`config.mk`:
```
export PLATFORM = sky130hd
export DESIGN_NAME = crc_framed_pwm_command_parser_core_flat
export DESIGN_NICKNAME = d
export VERILOG_FILES = /design/src/hdl/cfpc_pkg.sv /design/src/hdl/cfpc_if.sv /design/src/hdl/cfpc_datapath.sv /design/src/hdl/cfpc_controller.sv /design/src/hdl/crc_framed_pwm_command_parser_core.sv /design/src/flat_wrapper.sv
export SDC_FILE = /design/constraint.sdc
export NUM_CORES = 1
export LEC_CHECK = 0
export BUFFER_PORTS_ARGS = -buffer_cell sky130_fd_sc_hd__buf_4
export CORE_MARGIN = 2
export CORE_UTILIZATION = 35
export CTS_BUF_LIST = sky130_fd_sc_hd__clkbuf_2
export DETAILED_ROUTE_END_ITERATION = 12
export PLACE_DENSITY = 0.59
export SLEW_MARGIN = 5
export SYNTH_ARGS = -nofsm -noshare
export SYNTH_HDL_FRONTEND = slang
export SYNTH_SLANG_ARGS = --single-unit
```
`constraint.sdc`:
```
create_clock -name clk_i -period 4.35 [get_ports clk_i]
set_input_delay 0.435 -clock clk_i [delete_from_list [all_inputs] [get_ports clk_i]]
set_output_delay 0.435 -clock clk_i [all_outputs]
set_load 0.005 [all_outputs]
```
`src/hdl/cfpc_pkg.sv`:
```
// Package for the CRC-framed PWM command parser.
// Holds result kinds, register indexes, payload structs and the CRC function.
package cfpc_pkg;

  localparam int unsigned RegCount = 7;

  typedef enum logic [2:0] {
    REG_OP_PING       = 3'd0,
    REG_OP_WRITE_ONE  = 3'd1,
    REG_OP_READ       = 3'd2,
    REG_OP_WRITE_MANY = 3'd3,
    REG_OP_WRITE_MODE = 3'd4,
    REG_CODE_CRC_ERR  = 3'd5,
    REG_CODE_LEN_ERR  = 3'd6
  } reg_idx_e;

  typedef enum logic [1:0] {
    KIND_TX   = 2'd0,
    KIND_DUTY = 2'd1,
    KIND_MODE = 2'd2
  } result_kind_e;

  localparam logic [7:0]  SyncByte = 8'h55;
  localparam logic [15:0] CrcInit  = 16'hFFFF;
  localparam logic [15:0] CrcPoly  = 16'hA001;

  typedef struct packed {
    logic [7:0] rx_byte;
    logic       frame_begin;
  } in_item_t;

  typedef struct packed {
    logic [1:0] result_kind;
    logic [7:0] tx_byte;
    logic       tx_frame_end;
    logic [3:0] duty_channel;
    logic [7:0] duty_value;
    logic [7:0] mode_value;
    logic       run_last;
  } out_item_t;

  typedef struct packed {
    logic [2:0] index;
    logic [7:0] data;
  } cfg_item_t;

  // Datapath commands from the controller
  typedef enum logic [3:0] {
    DP_NOP      = 4'd0,
    DP_BEGIN    = 4'd1,
    DP_BYTE     = 4'd2,
    DP_EMIT_TX  = 4'd3,
    DP_EMIT_SYN = 4'd4,
    DP_EMIT_CH  = 4'd5,
    DP_EMIT_DT  = 4'd6,
    DP_EMIT_CRH = 4'd7,
    DP_EMIT_CRL = 4'd8,
    DP_EMIT_DTY = 4'd9,
    DP_EMIT_MOD = 4'd10
  } dp_op_e;

  typedef struct packed {
    dp_op_e     op;
    logic [7:0] tx_val;   // byte for DP_EMIT_TX
    logic       last;     // run_last of the emitted result
  } dp_cmd_t;

  typedef struct packed {
    logic       at_end;      // frame completes on the byte just taken
    logic       short_len;   // length byte below four
    logic       crc_ok;
    logic [7:0] func;
    logic [7:0] count;
    logic       len_ok;
    logic       ch_ok;       // current pair channel in range
    logic       more_ok;     // an in-range pair follows the current one
    logic       idle;
  } dp_stat_t;

  function automatic logic [15:0] crc_byte(input logic [15:0] crc, input logic [7:0] b);
    logic [15:0] c;
    c = crc ^ {8'h00, b};
    for (int i = 0; i < 8; i++) begin
      c = c[0] ? ((c >> 1) ^ CrcPoly) : (c >> 1);
    end
    return c;
  endfunction

endpackage

```
`src/hdl/cfpc_if.sv`:
```
// Valid/ready channel interface carrying one payload type.
// Depends on nothing; payload width chosen by the user.
interface cfpc_if #(
  parameter int unsigned Width = 8
) ();
  logic             valid;
  logic             ready;
  logic [Width-1:0] data;

  modport source (output valid, output data, input ready);
  modport sink (input valid, input data, output ready);
endinterface

```
`src/hdl/cfpc_datapath.sv`:
```
// Datapath: frame capture, CRC, pair buffers, duty table, result register.
// Depends on cfpc_pkg.
module cfpc_datapath #(
  parameter int unsigned Channels = 10,
  parameter int unsigned IdxW     = 4
) (
  input  logic                 clk_i,
  input  logic                 rst_ni,
  input  cfpc_pkg::in_item_t   in_i,
  input  cfpc_pkg::dp_cmd_t    cmd_i,
  input  logic [IdxW-1:0]      pair_idx_i,
  output cfpc_pkg::dp_stat_t   stat_o,
  output cfpc_pkg::out_item_t  res_o
);
  localparam int unsigned Depth = Channels;

  logic [15:0] crc_q, crc_d, tcrc_q, tcrc_d;
  logic [7:0]  pos_q, pos_d, len_q, len_d, func_q, func_d, cnt_q, cnt_d;
  logic [7:0]  mode_q, mode_d;
  logic [15:0] tail_q, tail_d;
  logic [7:0]  pch_q [Depth];
  logic [7:0]  pval_q [Depth];
  logic [7:0]  duty_q [Depth];
  logic [7:0]  cur_ch, cur_val, cur_duty;
  logic        ch_in;
  logic        more_ok;
  logic [8:0]  pidx;
  logic [7:0]  p;
  logic        in_body;
  logic [7:0]  ebyte;
  cfpc_pkg::out_item_t res_q, res_d;

  assign cur_ch  = pch_q[pair_idx_i];
  assign cur_val = pval_q[pair_idx_i];
  assign ch_in   = {1'b0, cur_ch} < 9'(Channels);
  assign cur_duty = ch_in ? duty_q[cur_ch[IdxW-1:0]] : 8'h00;

  // Look ahead for a later pair of this frame that will produce a duty update
  always_comb begin
    more_ok = 1'b0;
    for (int j = 0; j < Depth; j++) begin
      if (j > int'(pair_idx_i) && j < int'(cnt_q) && {1'b0, pch_q[j]} < 9'(Channels))
        more_ok = 1'b1;
    end
  end

  assign p       = in_i.frame_begin ? 8'h00 : pos_q;
  assign in_body = {1'b0, p} < ({1'b0, (in_i.frame_begin ? in_i.rx_byte : len_q)} - 9'd2);
  assign pidx    = ({1'b0, p} - 9'd3) >> 1;

  always_comb begin
    crc_d  = crc_q;
    pos_d  = pos_q;
    len_d  = len_q;
    func_d = func_q;
    cnt_d  = cnt_q;
    mode_d = mode_q;
    tail_d = tail_q;
    if (cmd_i.op == cfpc_pkg::DP_BEGIN || cmd_i.op == cfpc_pkg::DP_BYTE) begin
      if (in_i.frame_begin) begin
        len_d = in_i.rx_byte; crc_d = cfpc_pkg::CrcInit;
        func_d = 8'h00; cnt_d = 8'h00; mode_d = 8'h00; tail_d = 16'h0000;
      end
      if (in_i.frame_begin && in_i.rx_byte < 8'd4) begin
        len_d = 8'h00; pos_d = 8'h00;
      end else begin
        if (in_body) begin
          crc_d = cfpc_pkg::crc_byte(in_i.frame_begin ? cfpc_pkg::CrcInit : crc_q,
                                     in_i.rx_byte);
          if (p == 8'd1) func_d = in_i.rx_byte;
          if (p == 8'd2) cnt_d = in_i.rx_byte;
        end else begin
          tail_d = {tail_q[7:0], in_i.rx_byte};
        end
        if (p == 8'd3) mode_d = in_i.rx_byte;
        pos_d = p + 8'd1;
      end
    end
  end

  always_ff @(posedge clk_i or negedge rst_ni) begin
    if (!rst_ni) begin
      crc_q <= cfpc_pkg::CrcInit;
      pos_q <= '0; len_q <= '0; func_q <= '0; cnt_q <= '0;
      mode_q <= '0; tail_q <= '0;
    end else begin
      crc_q <= crc_d; pos_q <= pos_d; len_q <= len_d; func_q <= func_d;
      cnt_q <= cnt_d; mode_q <= mode_d; tail_q <= tail_d;
    end
  end

  // Pair buffers: no reset, written only from the frame body
  always_ff @(posedge clk_i) begin
    if ((cmd_i.op == cfpc_pkg::DP_BEGIN || cmd_i.op == cfpc_pkg::DP_BYTE) &&
        !(in_i.frame_begin && in_i.rx_byte < 8'd4) && in_body && p >= 8'd3 &&
        pidx < 9'(Channels)) begin
      if (!p[0]) pval_q[pidx[IdxW-1:0]] <= in_i.rx_byte;
      else       pch_q[pidx[IdxW-1:0]]  <= in_i.rx_byte;
    end
  end

  always_ff @(posedge clk_i or negedge rst_ni) begin
    if (!rst_ni) begin
      for (int i = 0; i < Depth; i++) duty_q[i] <= '0;
    end else if (cmd_i.op == cfpc_pkg::DP_EMIT_DTY && ch_in) begin
      duty_q[cur_ch[IdxW-1:0]] <= cur_val;
    end
  end

  always_comb begin
    ebyte = 8'h00;
    case (cmd_i.op)
      cfpc_pkg::DP_EMIT_TX:  ebyte = cmd_i.tx_val;
      cfpc_pkg::DP_EMIT_CH:  ebyte = cur_ch;
      cfpc_pkg::DP_EMIT_DT:  ebyte = cur_duty;
      default:               ebyte = 8'h00;
    endcase
  end

  always_comb begin
    tcrc_d = tcrc_q;
    res_d  = res_q;
    case (cmd_i.op)
      cfpc_pkg::DP_EMIT_SYN: begin
        res_d = '0; res_d.result_kind = cfpc_pkg::KIND_TX;
        res_d.tx_byte = cfpc_pkg::SyncByte; res_d.run_last = cmd_i.last;
        tcrc_d = cfpc_pkg::CrcInit;
      end
      cfpc_pkg::DP_EMIT_TX, cfpc_pkg::DP_EMIT_CH, cfpc_pkg::DP_EMIT_DT: begin
        res_d = '0; res_d.result_kind = cfpc_pkg::KIND_TX;
        res_d.tx_byte = ebyte; res_d.run_last = cmd_i.last;
        tcrc_d = cfpc_pkg::crc_byte(tcrc_q, ebyte);
      end
      cfpc_pkg::DP_EMIT_CRH: begin
        res_d = '0; res_d.tx_byte = tcrc_q[15:8]; res_d.run_last = cmd_i.last;
      end
      cfpc_pkg::DP_EMIT_CRL: begin
        res_d = '0; res_d.tx_byte = tcrc_q[7:0]; res_d.tx_frame_end = 1'b1;
        res_d.run_last = cmd_i.last;
      end
      cfpc_pkg::DP_EMIT_DTY: begin
        res_d = '0; res_d.result_kind = cfpc_pkg::KIND_DUTY;
        res_d.duty_channel = cur_ch[3:0]; res_d.duty_value = cur_val;
        res_d.run_last = cmd_i.last;
      end
      cfpc_pkg::DP_EMIT_MOD: begin
        res_d = '0; res_d.result_kind = cfpc_pkg::KIND_MODE;
        res_d.mode_value = mode_q; res_d.run_last = cmd_i.last;
      end
      default: ;
    endcase
  end

  always_ff @(posedge clk_i) begin
    tcrc_q <= tcrc_d;
    res_q  <= res_d;
  end

  assign res_o = res_q;

  assign stat_o.at_end    = (pos_q == len_q);
  assign stat_o.short_len = (len_q == 8'h00);
  assign stat_o.crc_ok    = (tail_q == crc_q);
  assign stat_o.func      = func_q;
  assign stat_o.count     = cnt_q;
  assign stat_o.len_ok    = (cnt_q <= 8'(Channels)) &&
                            ({1'b0, len_q} == 9'd5 + {cnt_q, 1'b0});
  assign stat_o.ch_ok     = ch_in;
  assign stat_o.more_ok   = more_ok;
  assign stat_o.idle      = (pos_q >= len_q);
endmodule

```
`src/hdl/cfpc_controller.sv`:
```
// Controller: accepts bytes, sequences the end-of-frame response walk.
// Depends on cfpc_pkg.
module cfpc_controller #(
  parameter int unsigned Channels = 10,
  parameter int unsigned IdxW     = 4
) (
  input  logic               clk_i,
  input  logic               rst_ni,
  input  logic               in_valid_i,
  output logic               in_ready_o,
  input  cfpc_pkg::in_item_t in_i,
  output logic               out_valid_o,
  input  logic               out_ready_i,
  input  logic [7:0]         cfg_q_i [cfpc_pkg::RegCount],
  input  cfpc_pkg::dp_stat_t stat_i,
  output cfpc_pkg::dp_cmd_t  cmd_o,
  output logic [IdxW-1:0]    pair_idx_o
);
  typedef enum logic [5:0] {
    ST_IDLE = 6'b000001,
    ST_EVAL = 6'b000010,
    ST_STAT = 6'b000100,
    ST_READ = 6'b001000,
    ST_MANY = 6'b010000,
    ST_WAIT = 6'b100000
  } state_e;

  state_e state_q, state_d, ret_q, ret_d;
  logic [4:0] step_q, step_d;
  logic [IdxW-1:0] idx_q, idx_d;
  logic [7:0] scode_q, scode_d;
  logic ovalid_q, ovalid_d;
  logic [7:0] npairs;
  logic       last_pair;

  assign npairs = (stat_i.count > 8'(Channels)) ? 8'(Channels) : stat_i.count;
  assign last_pair = ({{(8-IdxW){1'b0}}, idx_q} + 8'd1 >= npairs);
  assign in_ready_o = (state_q == ST_IDLE);
  assign out_valid_o = ovalid_q;
  assign pair_idx_o = idx_q;

  always_comb begin
    state_d = state_q; ret_d = ret_q; step_d = step_q; idx_d = idx_q;
    scode_d = scode_q; ovalid_d = ovalid_q && !out_ready_i;
    cmd_o = '{op: cfpc_pkg::DP_NOP, tx_val: 8'h00, last: 1'b0};
    unique case (state_q)
      ST_IDLE: begin
        idx_d = '0;
        // drop a byte that arrives outside a frame
        if (in_valid_i && (in_i.frame_begin || !stat_i.idle)) begin
          cmd_o.op = cfpc_pkg::DP_BYTE;
          state_d = ST_EVAL;
        end
      end
      ST_EVAL: begin
        step_d = '0; idx_d = '0; state_d = ST_IDLE;
        if (stat_i.short_len) begin
          scode_d = cfg_q_i[cfpc_pkg::REG_CODE_LEN_ERR]; state_d = ST_STAT;
        end else if (stat_i.at_end) begin
          if (!stat_i.crc_ok) begin
            scode_d = cfg_q_i[cfpc_pkg::REG_CODE_CRC_ERR]; state_d = ST_STAT;
          end else if (stat_i.func == cfg_q_i[cfpc_pkg::REG_OP_PING]) begin
            scode_d = cfg_q_i[cfpc_pkg::REG_OP_PING]; state_d = ST_STAT;
          end else if (stat_i.func == cfg_q_i[cfpc_pkg::REG_OP_WRITE_MODE]) begin
            cmd_o.op = cfpc_pkg::DP_EMIT_MOD; cmd_o.last = 1'b1;
            ovalid_d = 1'b1; ret_d = ST_IDLE; state_d = ST_WAIT;
          end else if (!stat_i.len_ok) begin
            scode_d = cfg_q_i[cfpc_pkg::REG_CODE_LEN_ERR]; state_d = ST_STAT;
          end else if (stat_i.func == cfg_q_i[cfpc_pkg::REG_OP_WRITE_ONE]) begin
            if (stat_i.count != 8'h00 && stat_i.ch_ok) begin
              cmd_o.op = cfpc_pkg::DP_EMIT_DTY; cmd_o.last = 1'b1;
              ovalid_d = 1'b1; ret_d = ST_IDLE; state_d = ST_WAIT;
            end
          end else if (stat_i.func == cfg_q_i[cfpc_pkg::REG_OP_READ]) begin
            state_d = ST_READ;
          end else if (stat_i.func == cfg_q_i[cfpc_pkg::REG_OP_WRITE_MANY]) begin
            if (stat_i.count != 8'h00) state_d = ST_MANY;
          end
        end
      end
      ST_STAT: begin
        ovalid_d = 1'b1; ret_d = ST_STAT; state_d = ST_WAIT;
        step_d = step_q + 5'd1;
        case (step_q)
          5'd0: cmd_o.op = cfpc_pkg::DP_EMIT_SYN;
          5'd1: begin cmd_o.op = cfpc_pkg::DP_EMIT_TX; cmd_o.tx_val = 8'h04; end
          5'd2: begin cmd_o.op = cfpc_pkg::DP_EMIT_TX; cmd_o.tx_val = scode_q; end
          5'd3: cmd_o.op = cfpc_pkg::DP_EMIT_CRH;
          default: begin
            cmd_o.op = cfpc_pkg::DP_EMIT_CRL; cmd_o.last = 1'b1; ret_d = ST_IDLE;
          end
        endcase
      end
      ST_READ: begin
        ovalid_d = 1'b1; ret_d = ST_READ; state_d = ST_WAIT;
        step_d = step_q + 5'd1;
        case (step_q)
          5'd0: cmd_o.op = cfpc_pkg::DP_EMIT_SYN;
          5'd1: begin
            cmd_o.op = cfpc_pkg::DP_EMIT_TX;
            cmd_o.tx_val = 8'd3 + {stat_i.count[6:0], 1'b0};
          end
          5'd2: begin
            cmd_o.op = cfpc_pkg::DP_EMIT_TX; cmd_o.tx_val = cfg_q_i[cfpc_pkg::REG_OP_READ];
          end
          5'd3: begin
            cmd_o.op = cfpc_pkg::DP_EMIT_TX; cmd_o.tx_val = stat_i.count;
            if (npairs == 8'h00) step_d = 5'd6;
          end
          5'd4: cmd_o.op = cfpc_pkg::DP_EMIT_CH;
          5'd5: begin
            cmd_o.op = cfpc_pkg::DP_EMIT_DT;
            if (last_pair) step_d = 5'd6;
            else begin step_d = 5'd4; idx_d = idx_q + 1'b1; end
          end
          5'd6: cmd_o.op = cfpc_pkg::DP_EMIT_CRH;
          default: begin
            cmd_o.op = cfpc_pkg::DP_EMIT_CRL; cmd_o.last = 1'b1; ret_d = ST_IDLE;
          end
        endcase
      end
      ST_MANY: begin
        // skip out-of-range channels; mark last when no in-range pair follows
        if (stat_i.ch_ok) begin
          cmd_o.op = cfpc_pkg::DP_EMIT_DTY;
          cmd_o.last = !stat_i.more_ok;
          ovalid_d = 1'b1; state_d = ST_WAIT;
          ret_d = stat_i.more_ok ? ST_MANY : ST_IDLE;
        end else if (last_pair) begin
          state_d = ST_IDLE;
        end
        idx_d = idx_q + 1'b1;
      end
      ST_WAIT: begin
        if (!ovalid_q || out_ready_i) state_d = ret_q;
      end
      default: state_d = ST_IDLE;
    endcase
  end

  always_ff @(posedge clk_i or negedge rst_ni) begin
    if (!rst_ni) begin
      state_q <= ST_IDLE; ret_q <= ST_IDLE; step_q <= '0; idx_q <= '0;
      scode_q <= '0; ovalid_q <= 1'b0;
    end else begin
      state_q <= state_d; ret_q <= ret_d; step_q <= step_d; idx_q <= idx_d;
      scode_q <= scode_d; ovalid_q <= ovalid_d;
    end
  end
endmodule

```
`src/hdl/crc_framed_pwm_command_parser_core.sv`:
```
// Channel    | direction | payload
// in_ch      | sink      | rx_byte, frame_begin
// out_ch     | source    | result_kind .. run_last
// cfg_ch     | sink      | index (3), data (8)
// A byte is taken in the idle state and checked in the evaluation state; end
// of frame walks the pair buffer, emitting a result, then waiting for hand-off.
// Reset clears the duty table.
// A stalled output holds the controller in its wait state; no input is taken.
module crc_framed_pwm_command_parser_core #(
  parameter int unsigned CHANNELS = 10
) (
  input logic   clk_i,
  input logic   rst_ni,
  cfpc_if.sink   in_ch,
  cfpc_if.source out_ch,
  cfpc_if.sink   cfg_ch
);
  localparam int unsigned IdxW = (CHANNELS > 1) ? $clog2(CHANNELS) : 1;

  logic [7:0] cfg_q [cfpc_pkg::RegCount];
  cfpc_pkg::in_item_t  in_item;
  cfpc_pkg::cfg_item_t cfg_item;
  cfpc_pkg::out_item_t res;
  cfpc_pkg::dp_cmd_t   cmd;
  cfpc_pkg::dp_stat_t  stat;
  logic [IdxW-1:0]     pidx;

  assign in_item  = cfpc_pkg::in_item_t'(in_ch.data);
  assign cfg_item = cfpc_pkg::cfg_item_t'(cfg_ch.data);
  assign cfg_ch.ready = 1'b1;
  assign out_ch.data = res;

  always_ff @(posedge clk_i or negedge rst_ni) begin
    if (!rst_ni) begin
      cfg_q[cfpc_pkg::REG_OP_PING]       <= 8'd0;
      cfg_q[cfpc_pkg::REG_OP_WRITE_ONE]  <= 8'd1;
      cfg_q[cfpc_pkg::REG_OP_READ]       <= 8'd2;
      cfg_q[cfpc_pkg::REG_OP_WRITE_MANY] <= 8'd3;
      cfg_q[cfpc_pkg::REG_OP_WRITE_MODE] <= 8'd4;
      cfg_q[cfpc_pkg::REG_CODE_CRC_ERR]  <= 8'd240;
      cfg_q[cfpc_pkg::REG_CODE_LEN_ERR]  <= 8'd241;
    end else if (cfg_ch.valid && {1'b0, cfg_item.index} < 4'(cfpc_pkg::RegCount)) begin
      cfg_q[cfg_item.index] <= cfg_item.data;
    end
  end

  cfpc_controller #(.Channels(CHANNELS), .IdxW(IdxW)) u_ctrl (
    .clk_i, .rst_ni,
    .in_valid_i(in_ch.valid), .in_ready_o(in_ch.ready), .in_i(in_item),
    .out_valid_o(out_ch.valid), .out_ready_i(out_ch.ready),
    .cfg_q_i(cfg_q), .stat_i(stat), .cmd_o(cmd), .pair_idx_o(pidx)
  );

  cfpc_datapath #(.Channels(CHANNELS), .IdxW(IdxW)) u_dp (
    .clk_i, .rst_ni, .in_i(in_item), .cmd_i(cmd), .pair_idx_i(pidx),
    .stat_o(stat), .res_o(res)
  );
endmodule

```
`src/flat_wrapper.sv`:
```
// flat-port wrapper written by rule: the top's interface ports become plain ports
module crc_framed_pwm_command_parser_core_flat import cfpc_pkg::*;
#(
  parameter int unsigned CHANNELS = 10
)
  (clk_i, rst_ni, in_ch_valid, in_ch_data, in_ch_ready, out_ch_valid, out_ch_data, out_ch_ready, cfg_ch_valid, cfg_ch_data, cfg_ch_ready);
  cfpc_if #(.Width($bits(in_item_t))) in_ch_i ();
  cfpc_if #(.Width($bits(out_item_t))) out_ch_i ();
  cfpc_if #(.Width($bits(cfg_item_t))) cfg_ch_i ();
  input logic clk_i;
  input logic rst_ni;
  input wire logic [$bits(in_ch_i.valid)-1:0] in_ch_valid;
  input wire logic [$bits(in_ch_i.data)-1:0] in_ch_data;
  output wire logic [$bits(in_ch_i.ready)-1:0] in_ch_ready;
  output wire logic [$bits(out_ch_i.valid)-1:0] out_ch_valid;
  output wire logic [$bits(out_ch_i.data)-1:0] out_ch_data;
  input wire logic [$bits(out_ch_i.ready)-1:0] out_ch_ready;
  input wire logic [$bits(cfg_ch_i.valid)-1:0] cfg_ch_valid;
  input wire logic [$bits(cfg_ch_i.data)-1:0] cfg_ch_data;
  output wire logic [$bits(cfg_ch_i.ready)-1:0] cfg_ch_ready;
  assign in_ch_i.valid = in_ch_valid;
  assign in_ch_i.data = in_ch_data;
  assign in_ch_ready = in_ch_i.ready;
  assign out_ch_valid = out_ch_i.valid;
  assign out_ch_data = out_ch_i.data;
  assign out_ch_i.ready = out_ch_ready;
  assign cfg_ch_i.valid = cfg_ch_valid;
  assign cfg_ch_i.data = cfg_ch_data;
  assign cfg_ch_ready = cfg_ch_i.ready;
  crc_framed_pwm_command_parser_core #(.CHANNELS(CHANNELS)) u_core (.clk_i(clk_i), .rst_ni(rst_ni), .in_ch(in_ch_i), .out_ch(out_ch_i), .cfg_ch(cfg_ch_i));
endmodule
```
# After elaboration in Yosys (flattened, before gate mapping)
# Memory sizes are Yosys's and may differ from the RTL's.
# Index checks and enable logic that the tools add are counted.
[word_totals]
output_inout_bits = 35
ram_bits = 160
n_memories = 2
regBits = 286
in_bits = 25
elab_cells = 363
[op_classes]
eq_ne = 48
bitwise_logic = 20
muxes = 146
n_addsub = 8
n_reduce_logical = 60
order_cmp = 41
[memory_table]
columns = ["name", "depth", "word_bits", "read_ports", "rd_clocked_by_memory_dff", "write_ports", "line", "rtl"]
rows = [
  ["u_core.u_dp.pch_q", 10, 8, 10, 0, 1, "cfpc_datapath.sv:21", "logic [7:0] pch_q [Depth];"],
  ["u_core.u_dp.pval_q", 10, 8, 1, 0, 1, "cfpc_datapath.sv:22", "logic [7:0] pval_q [Depth];"],
]
[ops]
columns = ["cell", "n"]
rows = [
  ["$mux 16", 22],
  ["$mux 8", 27],
  ["$pmux 32 s6", 1],
  ["$mux 6", 23],
  ["$lt 8x4->1 const B", 11],
  ["$bwmux 80", 1],
  ["$bwmux 56", 1],
  ["$eq 8x8->1", 6],
  ["$mux 4", 12],
  ["$not 2->3", 16],
  ["$pmux 8 s3", 2],
  ["$pmux 4 s5", 2],
  ["$mux 1", 35],
  ["$bmux 8 s4", 1],
  ["$demux 8 s4", 1],
  ["$lt 3x8->1 const A", 4],
  ["$pmux 16 s2", 1],
  ["$pmux 8 s2", 2],
  ["$xor 16x8->16", 2],
  ["$logic_and 1x1->1", 31],
  ["$pmux 6 s5", 1],
  ["$demux 8 s3", 1],
  ["$pmux 4 s3", 2],
  ["$pmux 6 s4", 1],
  ["73 further kinds", 117],
]

# Depth between registers and ports, before layout
# An unclocked memory read counts as a cell.
[depth]
ltp_word = 32
ltp_mapped = 19
depth_no_buf = 16

# Cells and area by module
# From an unflattened synthesis, not the netlist that was laid out.
[hier_totals]
cells_unflattened = 1937
hier_area_um2 = 24684.9
[modules_own_cells]
columns = ["mod", "area_each_um2", "cells_per_inst", "n_inst"]
rows = [
  ["cfpc_datapath", 19462.4, 1448, 1],
  ["cfpc_controller", 3047.9, 361, 1],
  ["crc_framed_pwm_command_parser_core", 2174.6, 128, 1],
]

# Least setup slack after synthesis
# Ideal clock, no wire load.
[synth_timing]
path_type = "input port to flip-flop"
startpoint = "input port in_ch_data[0]"
endpoint = "memory u_core.u_dp.pch_q[4][0] (enable)"
setup_ps = 370
t_arrival_ps = 4776
slack_ps = -796
path_buffers = 6
path_stages = 19
path_cell_list = "clkbuf_1 clkbuf_1 clkbuf_1 clkbuf_1 buf_1 mux2i_1 ha_1 ha_1 a21o_1 a21o_1 a21o_1 a21o_1 a21o_1 a21oi_1 o21ai_0 a2111o_1 nand2b_1 clkbuf_1 nor2_1"
[synth_between]
elab_chain_cells = 12
elab_cells_between_ends = 23
[synth_rtl]
columns = ["element", "line", "rtl"]
rows = [
  ["from (decl)", "flat_wrapper.sv:13", "input wire logic [$bits(in_ch_i.data)-1:0] in_ch_data;"],
  ["branches (longest 12 deep; another with $sub 8x2->9)", "--", ""],
  ["to (decl)", "cfpc_datapath.sv:21", ""],
]
# Several ways; the timed one is not identified.

# Worst setup path in the final report
[layout_timing]
startpoint = "register u_core.u_ctrl.idx_q[1] (netlist: u_core.u_ctrl.pair_idx_o[1])"
endpoint = "register u_core.u_dp.tcrc_q[0], data pin"
[layout_between]
elab_chain_cells = 25
elab_cells_between_ends = 41
[layout_rtl]
columns = ["element", "line", "rtl"]
rows = [
  ["from (decl)", "cfpc_controller.sv:30", "logic [IdxW-1:0] idx_q, idx_d;"],
  ["from (signal assigned)", "cfpc_controller.sv:146", "state_q <= state_d; ret_q <= ret_d; step_q <= step_d; idx_q <= idx_d;"],
  ["$mem_v2 10x8 (*)", "--", ""],
  ["$lt 8x4->1", "cfpc_datapath.sv:35", "assign ch_in = {1'b0, cur_ch} < 9'(Channels);"],
  ["$logic_and 1x1->1", "cfpc_controller.sv:70", "if (stat_i.count != 8'h00 && stat_i.ch_ok) begin"],
  ["$mux 4", "cfpc_controller.sv:70", ""],
  ["$mux 4", "cfpc_controller.sv:69", "end else if (stat_i.func == cfg_q_i[cfpc_pkg::REG_OP_WRITE_ONE]) begin"],
  ["$mux 4", "cfpc_controller.sv:67", "end else if (!stat_i.len_ok) begin"],
  ["$mux 4", "cfpc_controller.sv:64", "end else if (stat_i.func == cfg_q_i[cfpc_pkg::REG_OP_WRITE_MODE]) begin"],
  ["$mux 4", "cfpc_controller.sv:62", "end else if (stat_i.func == cfg_q_i[cfpc_pkg::REG_OP_PING]) begin"],
  ["(+3 left out)", "--", ""],
  ["$pmux 4 s5", "cfpc_controller.sv:46", "unique case (state_q)"],
  ["$eq 4x3->1 or $eq 4x2->1 (tied branches)", "cfpc_datapath.sv:112, cfpc_datapath.sv:123", ""],
  ["$pmux 8 s3", "cfpc_datapath.sv:112", "case (cmd_i.op)"],
  ["$xor 16x8->16", "cfpc_pkg.sv:82", "c = crc ^ {8'h00, b};"],
  ["$mux 16 or $not 2->3 (tied branches) (6 in a row)", "--", ""],
  ["$not 2->3 (no source line) or $mux 16 (tied branches)", "--", ""],
  ["$mux 16 (2 in a row)", "cfpc_pkg.sv:84", "c = c[0] ? ((c >> 1) ^ CrcPoly) : (c >> 1);"],
  ["$pmux 16 s2 (*)", "cfpc_datapath.sv:123", "case (cmd_i.op)"],
  ["to (signal assigned)", "cfpc_datapath.sv:155", "tcrc_q <= tcrc_d;"],
  ["to (decl)", "cfpc_datapath.sv:17", "logic [15:0] crc_q, crc_d, tcrc_q, tcrc_d;"],
]
# Mark *: on every way between the ends. The rest lies on a longest branch, timed or not. The select of a mux whose other input is x is not followed.
# A chain may end at the register's enable or synchronous reset.

==> flow_summary.json <==
{
  "synthFlopType": "edfxtp_1",
  "min_from": "out_ch_ready",
  "busiest_layer": "met2",
  "ys_seq_area_share_pct": 56.5,
  "ir_worst_vdd_uv": 199,
  "status": "finished, final reports clean",
  "synth_xor_xnor_area_share_pct": 5.28,
  "fin_cells": 3252,
  "yosys_warnings": 0,
  "synth_edf_count": 256,
  "drive_above_1_share_pct": 30.0,
  "num_rows": 96,
  "synth_top_family_by_area": "multiplexers",
  "setup_viol": 0,
  "fin_setup_tns_ps": 0,
  "route.detailed.vias_per_inst": 5.36,
  "clkSlewWorstSetupHoldPaths_ps": 100,
  "power.leakage_uw": 0.0118,
  "synthCells": 1929,
  "placed_area_um2": 26800,
  "worstMarginPinSlew_ps": 1250,
  "htreeDepth": 4,
  "grt_use_total_pct": 18.9,
  "io_buffers": 58,
  "worstPathRequired_ps": 5330,
  "synth_fa_ha_area_share_pct": 1.86,
  "dieArea_um2": 71100,
  "die_h_um": 267,
  "ant_nets": 0,
  "synthSimpleGateAreaFrac_pct": 10.5,
  "initial_core_util_pct": 35.3,
  "gr-total-overflow": 0,
  "cts-buffers-inserted": 133,
  "boundaryPins": 60,
  "end_kind": "register",
  "period_minus_slack_ps": 4280,
  "synthToLayoutAreaGrowth_pct": 19.0,
  "grt_pass1_wl_mm": 103,
  "relSlewSlack_pct": 16.8,
  "hpwl_mm": 46.0,
  "clock_sinks": 492,
  "drt_iter0_markers": 1502,
  "critPathLaunchType": "register",
  "clkLatencyLatePin_ps": 1290,
  "fin_crit_sh_pct": 98.3,
  "grtUsageMet1_pct": 24.6,
  "syn_avg_cell_area_um2": 12.5,
  "report.final.hold_viol_count": 0,
  "rrSetupSlack_ps": 70,
  "cts_tree": "done",
  "cts.path.max_buffers": 3,
  "path_max_fanout": 14,
  "grt_max_degree": 78,
  "antenna_found_initial": 2,
  "netlist_area_um2": 24100,
  "ys_ff_latch": 492,
  "arrival_ps": 5260,
  "whs_path_depth": 4,
  "r2r_end": "u_core.u_dp.tcrc_q[0]",
  "gp_congestion": 0.944,
  "dr.pass1.iters": 7,
  "reg2reg_from": "u_core.u_ctrl.pair_idx_o[1]",
  "async_reset_ff_share_pct": 48.0,
  "final_area_um2": 28700,
  "grt_use_met2_pct": 30.2,
  "synthMuxAreaShare_pct": 12.6,
  "core_um2": 68500,
  "worstSetupPathType": "register to register",
  "grtUsageMet3_pct": 3.93,
  "skew_ps": 74.8,
  "grt_pass1_vias": 17626,
  "wirelength_mm": 66.6,
  "holdCritPathClass": "primary input to register",
  "vias": 17436,
  "die_x_um": 267,
  "synth_compound_area_share_pct": 10.6,
  "yosysUniqueCellTypes": 91,
  "worstHoldEndpoint": "u_core.u_ctrl.state_q[5]",
  "maxCapViolCount": 0,
  "fmax_mhz": 234,
  "placedCellCount": 2957,
  "post_drt_wl_per_cell_um": 20.5,
  "drc": 0,
  "hold_slack_ps": 173,
  "nNetsFinal": 2327,
  "drv_slew": 0,
  "power.density_nw_per_um2": 432,
  "p_total_uw": 12400,
  "rr_worst_depth": 14,
  "root_buffer": "clkbuf_2"
}
[how the worst max path moves through the flow]
stage | to | depth (start not counted) | start
after CTS | u_core.u_dp.tcrc_q[0] | 16 | u_core.u_dp.pos_q[0]
after global placement | u_core.u_dp.tcrc_q[0] | 13 | u_core.u_ctrl.pair_idx_o[0]
after detailed placement | u_core.u_dp.tcrc_q[0] | 13 | u_core.u_ctrl.pair_idx_o[0]
after global routing | u_core.u_dp.tcrc_q[0] | 15 | u_core.u_ctrl.pair_idx_o[0]
after floorplan | u_core.u_dp.pval_q[4][0] | 19 | in_ch_data[0]
final | u_core.u_dp.tcrc_q[0] | 14 | u_core.u_ctrl.pair_idx_o[1]
[registers in the layout, indices dropped and copies added, names as in the netlist, 16 cells and up]
signal / flops
u_core.u_dp.pch_q: 128
u_core.u_dp.duty_q: 80
u_core.cfg_q: 56
u_core.u_dp.crc_q: 16
u_core.u_dp.pval_q: 80
u_core.u_dp.tcrc_q: 16
u_core.u_dp.res_o: 32
u_core.u_dp.tail_q: 16
[cell type report]
type | count | area (um2)
fillers | 6450 | 39700
flip-flops and latches | 492 | 13600
multi-input cells | 1336 | 10300
repair buffers | 274 | 2310
well taps | 882 | 1100
clock buffers | 200 | 1000
clock inverters | 36 | 249
inverters | 30 | 113
diodes | 2 | 5.00
[cell usage after synthesis, drive strengths merged, types with 7 or more instances]
cell,count,area [um2]
edfxtp,256,7690
dfrtp,204,5100
mux2,144,1620
nand2,126,480
nor2,117,439
o21ai,104,521
a21oi,82,410
clkbuf,82,308
xor2,78,706
xnor2,57,499
nand3,50,250
a22o,48,420
mux4,44,1020
mux2i,39,403
buf,37,201
ha,35,438
nor3,34,170
dfstp,32,841
nor4,32,206
a22oi,30,225
inv,30,113
nor2b,25,156
and3,23,144
nand4,18,113
and2,17,106
nand2b,17,106
a211oi,13,97.6
a21o,11,82.6
o22a,9,78.8
o22ai,9,56.3
or3,8,50.1
a221oi,7,61.3
nor3b,7,52.6
[per-layer routing]
layer,share of wire [%],vias up
met2,48,595
met4,3.6,0
met1,43,8746
met3,5.9,131
met5,0,-
li1,-,7964
[per-stage QoR]
step	setup WS, ps	util [%]
6_report	73.0	42.0
5_1_grt	-27.4	42.0
4_1_cts	2.81	41.7
2_1_floorplan	2.21	-
3_5_place_dp	-133	39.1
3_3_place_gp	-118	39.1
[cell usage in the layout (no fill, tap or decap), types with 25 or more instances in the layout]
cell / count
clkbuf_2: 200
nor2_1: 95
mux4_2: 37
inv_1: 29
conb_1: 50
a21oi_1: 81
mux2_2: 143
nor2b_1: 25
nor3_1: 34
nor4_1: 26
xnor2_1: 57
buf_4: 215
dlygate4sd3_1: 47
a22oi_1: 26
o21ai_0: 95
nand3_1: 50
dfstp_2: 32
edfxtp_1: 256
mux2i_1: 38
xor2_1: 74
dfrtp_1: 200
ha_1: 35
a22o_1: 48
nand2_1: 125
[report_power, final]
part / internal, uW / total [uW] / switching [uW]
Clock: 1460 / 3400 / 1950
Combinational: 1410 / 3140 / 1730
Sequential: 5400 / 5870 / 471
Total: 8270 / 12400 / 4150
[cells by family (layout without fill, tap and decap cells)]
group,Yosys count,after routing
simple gates,506,506
flops,492,492
compound gates,379,379
mux,227,227
buf+inv,149,540
xor+xnor,138,138
fa+ha+maj,36,36
other cells,2,52
[repair_timing]
item | in CTS | in global routing
endpoints found under the setup margin | 3 | 11
buffers inserted | 0 | 8
hold endpoints to repair | 558 | 0
hold buffers | 48 | 0
pin swaps | 0 | 15
resized for setup | 4 | 23
gates cloned | 0 | 1
[critical path: stages, from the launching register on]
cell	delay [ps]
dfrtp_2	430
buf_12	180
mux4_2	570
a22o_1	220
a31o_1	300
nor2_1	320
buf_4	180
a21boi_0	250
nor4_1	90
o21ai_1	250
xor2_1	250
xnor2_1	180
xnor3_2	500
xor3_1	210
nand2_1	50
No activity file was read; power rests on OpenSTA's default activity.
